===== src/design/cot_pkg.sv =====
// Shared types and constants for the collider overlap test unit.
package cot_pkg;

    localparam int COORD_BITS_DEF = 24;
    localparam int ID_BITS_DEF    = 16;
    localparam int DATA_BITS      = 32;
    localparam int PADDR_BITS     = 5;

    // Register map, one 32-bit word per register.
    typedef enum logic [2:0] {
        REG_SOURCE_KIND   = 3'd0,
        REG_SOURCE_POS_X  = 3'd1,
        REG_SOURCE_POS_Y  = 3'd2,
        REG_SOURCE_POS_Z  = 3'd3,
        REG_SOURCE_SIZE_X = 3'd4,
        REG_SOURCE_SIZE_Y = 3'd5,
        REG_SOURCE_SIZE_Z = 3'd6,
        REG_SOURCE_RADIUS = 3'd7
    } cfg_reg_t;

    // Pair of collider kinds: upper bit is the source, lower bit the other one.
    typedef enum logic [1:0] {
        PAIR_BOX_BOX = 2'b00,
        PAIR_BOX_SPH = 2'b01,
        PAIR_SPH_BOX = 2'b10,
        PAIR_SPH_SPH = 2'b11
    } pair_t;

    // Load enables of the pipeline stages.
    typedef struct packed {
        logic a;
        logic b;
        logic c;
        logic d;
    } stage_en_t;

endpackage


===== src/design/cot_axis.sv =====
// One axis of the overlap datapath: bounds, overlap flag, clamped distance and its square.
module cot_axis
    import cot_pkg::*;
#(
    parameter int COORD_BITS = COORD_BITS_DEF
)
(
    input  logic                           clk,
    input  stage_en_t                      en,
    input  pair_t                          mode_b,
    input  logic signed [COORD_BITS-1:0]   src_pos,
    input  logic        [COORD_BITS-2:0]   src_size,
    input  logic signed [COORD_BITS-1:0]   oth_pos,
    input  logic        [COORD_BITS-2:0]   oth_size,
    output logic                           overlap,
    output logic        [2*COORD_BITS+1:0] dist_sq
);

    localparam int EW = COORD_BITS + 2;
    localparam int DW = COORD_BITS + 3;
    localparam int MW = COORD_BITS + 1;

    logic signed [COORD_BITS-1:0] pos_a_reg;
    logic        [COORD_BITS-2:0] size_a_reg;

    logic signed [EW-1:0] src_ctr;
    logic signed [EW-1:0] src_lo;
    logic signed [EW-1:0] src_hi;
    logic signed [EW-1:0] oth_ctr;
    logic signed [EW-1:0] oth_ext;

    logic signed [EW-1:0] ctr_b_reg;
    logic signed [EW-1:0] lo_b_reg;
    logic signed [EW-1:0] hi_b_reg;

    logic signed [EW-1:0] sel_lo;
    logic signed [EW-1:0] sel_hi;
    logic signed [EW-1:0] sel_c;
    logic signed [DW-1:0] d_lo;
    logic signed [DW-1:0] d_hi;
    logic                 overlap_next;
    logic        [MW-1:0] mag_next;
    logic                 overlap_c_reg;
    logic        [MW-1:0] mag_c_reg;

    logic                      overlap_d_reg;
    logic [2*COORD_BITS+1:0]   sq_d_reg;

    // Doubled coordinates: a box spans [2p - s, 2p + s].
    assign src_ctr = $signed({src_pos[COORD_BITS-1], src_pos, 1'b0});
    assign src_lo  = src_ctr - $signed({3'b000, src_size});
    assign src_hi  = src_ctr + $signed({3'b000, src_size});
    assign oth_ctr = $signed({pos_a_reg[COORD_BITS-1], pos_a_reg, 1'b0});
    assign oth_ext = $signed({3'b000, size_a_reg});

    always_ff @(posedge clk)
    begin
        if (en.a)
        begin
            pos_a_reg  <= oth_pos;
            size_a_reg <= oth_size;
        end
        if (en.b)
        begin
            ctr_b_reg <= oth_ctr;
            lo_b_reg  <= oth_ctr - oth_ext;
            hi_b_reg  <= oth_ctr + oth_ext;
        end
        if (en.c)
        begin
            overlap_c_reg <= overlap_next;
            mag_c_reg     <= mag_next;
        end
        if (en.d)
        begin
            overlap_d_reg <= overlap_c_reg;
            sq_d_reg      <= mag_c_reg * mag_c_reg;
        end
    end

    // A sphere against a sphere is a clamp onto a box of zero size at the
    // source centre, which yields the plain centre distance.
    always_comb
    begin
        case (mode_b)
            PAIR_SPH_SPH:
            begin
                sel_lo = src_ctr;
                sel_hi = src_ctr;
                sel_c  = ctr_b_reg;
            end
            PAIR_BOX_SPH:
            begin
                sel_lo = src_lo;
                sel_hi = src_hi;
                sel_c  = ctr_b_reg;
            end
            default:
            begin
                sel_lo = lo_b_reg;
                sel_hi = hi_b_reg;
                sel_c  = src_ctr;
            end
        endcase
    end

    assign d_lo = $signed({sel_lo[EW-1], sel_lo}) - $signed({sel_c[EW-1], sel_c});
    assign d_hi = $signed({sel_c[EW-1], sel_c}) - $signed({sel_hi[EW-1], sel_hi});

    always_comb
    begin
        if (!d_lo[DW-1] && (d_lo != '0))
            mag_next = d_lo[MW-1:0];
        else if (!d_hi[DW-1] && (d_hi != '0))
            mag_next = d_hi[MW-1:0];
        else
            mag_next = '0;
    end

    // Touching faces count as overlap.
    assign overlap_next = (src_lo <= hi_b_reg) && (src_hi >= lo_b_reg);

    assign overlap = overlap_d_reg;
    assign dist_sq = sq_d_reg;

endmodule


===== config.mk =====
export PLATFORM = sky130hd
export DESIGN_NAME = cot_axis
export DESIGN_NICKNAME = d
export VERILOG_FILES = /design/src/design/cot_pkg.sv /design/src/design/cot_axis.sv
export SDC_FILE = /design/constraint.sdc
export NUM_CORES = 2
export LEC_CHECK = 0
export ABC_AREA = 1
export BUFFER_PORTS_ARGS = -buffer_cell sky130_fd_sc_hd__buf_2
export CAP_MARGIN = 20
export CORE_MARGIN = 2
export CORE_UTILIZATION = 51
export CTS_BUF_LIST = sky130_fd_sc_hd__clkbuf_16
export CTS_CLUSTER_SIZE = 40
export DETAILED_ROUTE_END_ITERATION = 10
export PLACE_DENSITY = 0.68
export SLEW_MARGIN = 20
export SYNTH_ARGS = -nofsm -noshare
export SYNTH_HDL_FRONTEND = slang
export SYNTH_SLANG_ARGS = --single-unit

===== constraint.sdc =====
create_clock -name clk -period 15.75 [get_ports clk]
set_clock_uncertainty 0.15 [all_clocks]
set_input_delay 1.575 -clock clk [delete_from_list [all_inputs] [get_ports clk]]
set_output_delay 1.575 -clock clk [all_outputs]
set_load 0.01 [all_outputs]

==> metrics.md <==
| Metric | Value |
|---|---|
| Gpl congestion | 0.959 |
| Fillers | 6,791 |
| Initial antenna violation count | 1 |
| Cell variety after synth | 58 |
| Die X | 270 um |
| Post-synth EDFFs | 198 |
| CTS Sinks | 198 |
| Crit-path most repeated cell | fa_1 |
| # DRC | 0 |
| Post-CTS Resized | 0 |
| Hold Crit Class | reg2reg |
| Via/cell ratio | 5.20 |
| Synthesized area | 36,200 um^2 |
| Setup CP Type | reg2reg |
| # nets final | 5,675 |
| Die height | 270 um |
| Cts hold-fix bufs | 0 |
| Synth area leaders | fa_1, edfxtp_1, ha_1 |
| DRT Pass-1 Iters | 7 |
| Final setup vio count | 0 |
| Commonest register cell after synthesis | edfxtp_1 |
| Mean post-synth cell area | 7.76 um^2 |
| Post-Route WL | 103,000 um |
| Fmax | 129 MHz |
| Area grow syn2layout | 6.01% |
| Vias in the first global route | 30.6k |
| Max reg flops | 49 |
| Antenna Nets Post-Route | 0 |
| CP max FO | 25 |
| Startpoint types | flop |
| Post-route cell area | 38,400 um^2 |
| Root buf cell | clkbuf_16 |
| GRT Total Usage | 29.0% |
| Most frequent cells in the layout | inv_1, nand2_1, fa_1 |
| Worst path slowest cell | edfxtp_1 |
| Least-Margin Pin Slew | 1.14 ns |
| IO Count | 152 |
| Input/output buffers | 150 |
| Final WS setup | 8.00 ns |
| Largest net degree at the start of global routing | 66 |
| CTS tree | done |
| N_diodes | 0 |
| Initial Util | 51.6% |
| Pre-CTS setup slack | 7.96 ns |
| Cell taking the most area after synthesis | fa_1 |
| Yosys Warn Count | 0 |
| Crit end category | flop |
| Later-pin clock latency in the skew report | 0.53 ns |
| Yosys reg bits | 198 |
| Core area | 70,100 um^2 |
| Row Count | 97 |
| Crit path time final | 7.75 ns |
| CTS buffer count | 17 |
| Clock tree buffer depth | 2 |
| Max stage delay on crit path | 1.05 ns |
| WP data arrival | 7.87 ns |
| Max H-tree Level | 4 |
| Crit-path cells | nand2_1 -> fa_1 -> inv_1 -> fa_1 -> inv_1 -> fa_1 -> fa_1 -> inv_1 -> fa_1 -> fa_1 -> inv_1 -> fa_1 -> inv_1 -> ha_1 -> nand2_1 -> nor2_1 -> inv_1 -> nor4_1 -> nand4_1 -> nand3_1 -> nand3_1 -> nand3_1 -> xor2_1 |
| WHS | 0.351 ns |
| Delay-heaviest family, CP | adder cells |
| Commonest non-fill, non-tap cell in the layout | inv_1 |
| Slew HR | 23.8% |
| Proportion of synthesized chip area in sequential cells | 16.4% |
| Async SR Flop Fraction | 0% |
| RSZ-0062 raised after global routing | no |
| Share of cells above drive strength 1 | 5.99% |
| Final hold vios | 0 |
| Placed Area | 37,700 um^2 |
| CP Data Required Time | 15.87 ns |
| Setup TNS Final | 0 ns |
| Detailed placement HPWL | 87,100 um |
| Worst-path clk slew | 0.08 ns |
| Post-CTS Setup Bufs | 0 |
| Final Max Slew Viols | 0 |
| Gate Count Post-Synth | 4,667 |
| Maxcap violations | 0 |
| DIE AREA | 73,100 um^2 |
| Syn_nets | 5,617 |
| Outcome | finished clean |
| DR iter-0 viols | 2,087 |
| Grt total ovfl | 0 |
| WP buf/inv | 6 |
| DR WL/cell | 18.2 um |
| Area share of the largest cell type after synthesis | 26.1% |
| Total number of vias | 29.5k |
| Final Cycle Share | 49.2% |
| Global-route wire length before repair | 165,000 um |
per-stage QoR:
step                std cells  util [%]
finish                   5678      54.7
global route             5678      54.7
CTS                      5675      54.6
detailed placement       5643      53.7
global placement         5643      53.7
floorplan                4667         -
worst reg2reg max path, stage by stage (launching register included):
cell and delay, ns:
edfxtp_1 1.05, nand2_1 0.25, fa_1 0.59, inv_1 0.05
fa_1 0.55, inv_1 0.06, fa_1 0.48, fa_1 0.54
inv_1 0.06, fa_1 0.44, fa_1 0.49, inv_1 0.05
fa_1 0.48, inv_1 0.05, ha_1 0.47, nand2_1 0.16
nor2_1 0.17, inv_1 0.09, nor4_1 0.56, nand4_1 0.24
nand3_1 0.27, nand3_1 0.10, nand3_1 0.10, xor2_1 0.06
metal layers:
layer | GRT usage, % | vias up | wire length, um | part of all wire, %
li1 | - | 14300 | - | -
met1 | 35.7 | 14000 | 42100 | 41
met2 | 50.5 | 964 | 50300 | 49
met3 | 3.60 | 276 | 5480 | 5.3
met4 | 13.8 | 2 | 5450 | 5.3
met5 | 0 | - | 15 | 0.015
cells in the mapped netlist (2+ instances only):
| master | instances |
|---|---|
| or2_2 | 27 |
| ha_1 | 377 |
| or2_1 | 2 |
| nor2_4 | 7 |
| nand2_2 | 20 |
| nand3b_1 | 10 |
| o21ai_1 | 8 |
| a221oi_1 | 2 |
| o211ai_1 | 9 |
| edfxtp_1 | 198 |
| inv_2 | 6 |
| buf_2 | 14 |
| xor2_1 | 123 |
| nor3_1 | 33 |
| xnor2_1 | 33 |
| and3_1 | 4 |
| a211oi_1 | 5 |
| buf_4 | 3 |
| nor4_1 | 11 |
| inv_1 | 1256 |
| a22oi_1 | 24 |
| nand2_1 | 988 |
| and2_1 | 6 |
| nor2_1 | 236 |
| a21o_1 | 16 |
| o31ai_1 | 2 |
| a21oi_1 | 257 |
| buf_1 | 3 |
| nor2_2 | 7 |
| a21boi_0 | 8 |
| o21bai_1 | 10 |
| o21a_1 | 16 |
| nand3_2 | 5 |
| a21boi_1 | 2 |
| nand4_1 | 54 |
| nand3_1 | 122 |
| buf_6 | 2 |
| nand4_2 | 2 |
| fa_1 | 472 |
| a31oi_1 | 20 |
| o21ai_0 | 139 |
| o221ai_1 | 5 |
| clkbuf_1 | 108 |
worst paths after layout:
check | start | end | slack [ns] | cells past startpoint
setup / recovery | mag_c_reg[21] | dist_sq[46] | 8.00 | 23
hold / removal | pos_a_reg[18] | ctr_b_reg[19] | 0.35 | 0
setup reg to reg | mag_c_reg[21] | dist_sq[46] | 8.00 | 23
hold reg to reg | pos_a_reg[18] | ctr_b_reg[19] | 0.35 | 0
cells by family after synthesis:
kind of cell	Yosys count	synth area share, %
AO/OA/AOI/OAI	530	8.18
XOR/XNOR	156	3.77
adder cells (fa/ha/maj)	849	39.1
buffers and inverters	1396	14.7
flip-flops	198	16.4
other	1	0.0104
AND/OR/NAND/NOR	1537	17.8
area by class of cell:
cell class | count | area (um^2) | share of cell area, %
clock buffers | 17 | 425 | 1.11
clock inverters | 15 | 190 | 0.496
inverters | 1263 | 4740 | 12.4
multi-input cells | 3073 | 24900 | 65.0
flip-flops and latches | 198 | 5950 | 15.5
well taps | 940 | 1180 | 3.06
repair buffers | 172 | 955 | 2.49
Power is left out: the tool's default activity adds up to more than one toggle a clock period on the data nets, which glitch-free logic cannot reach.
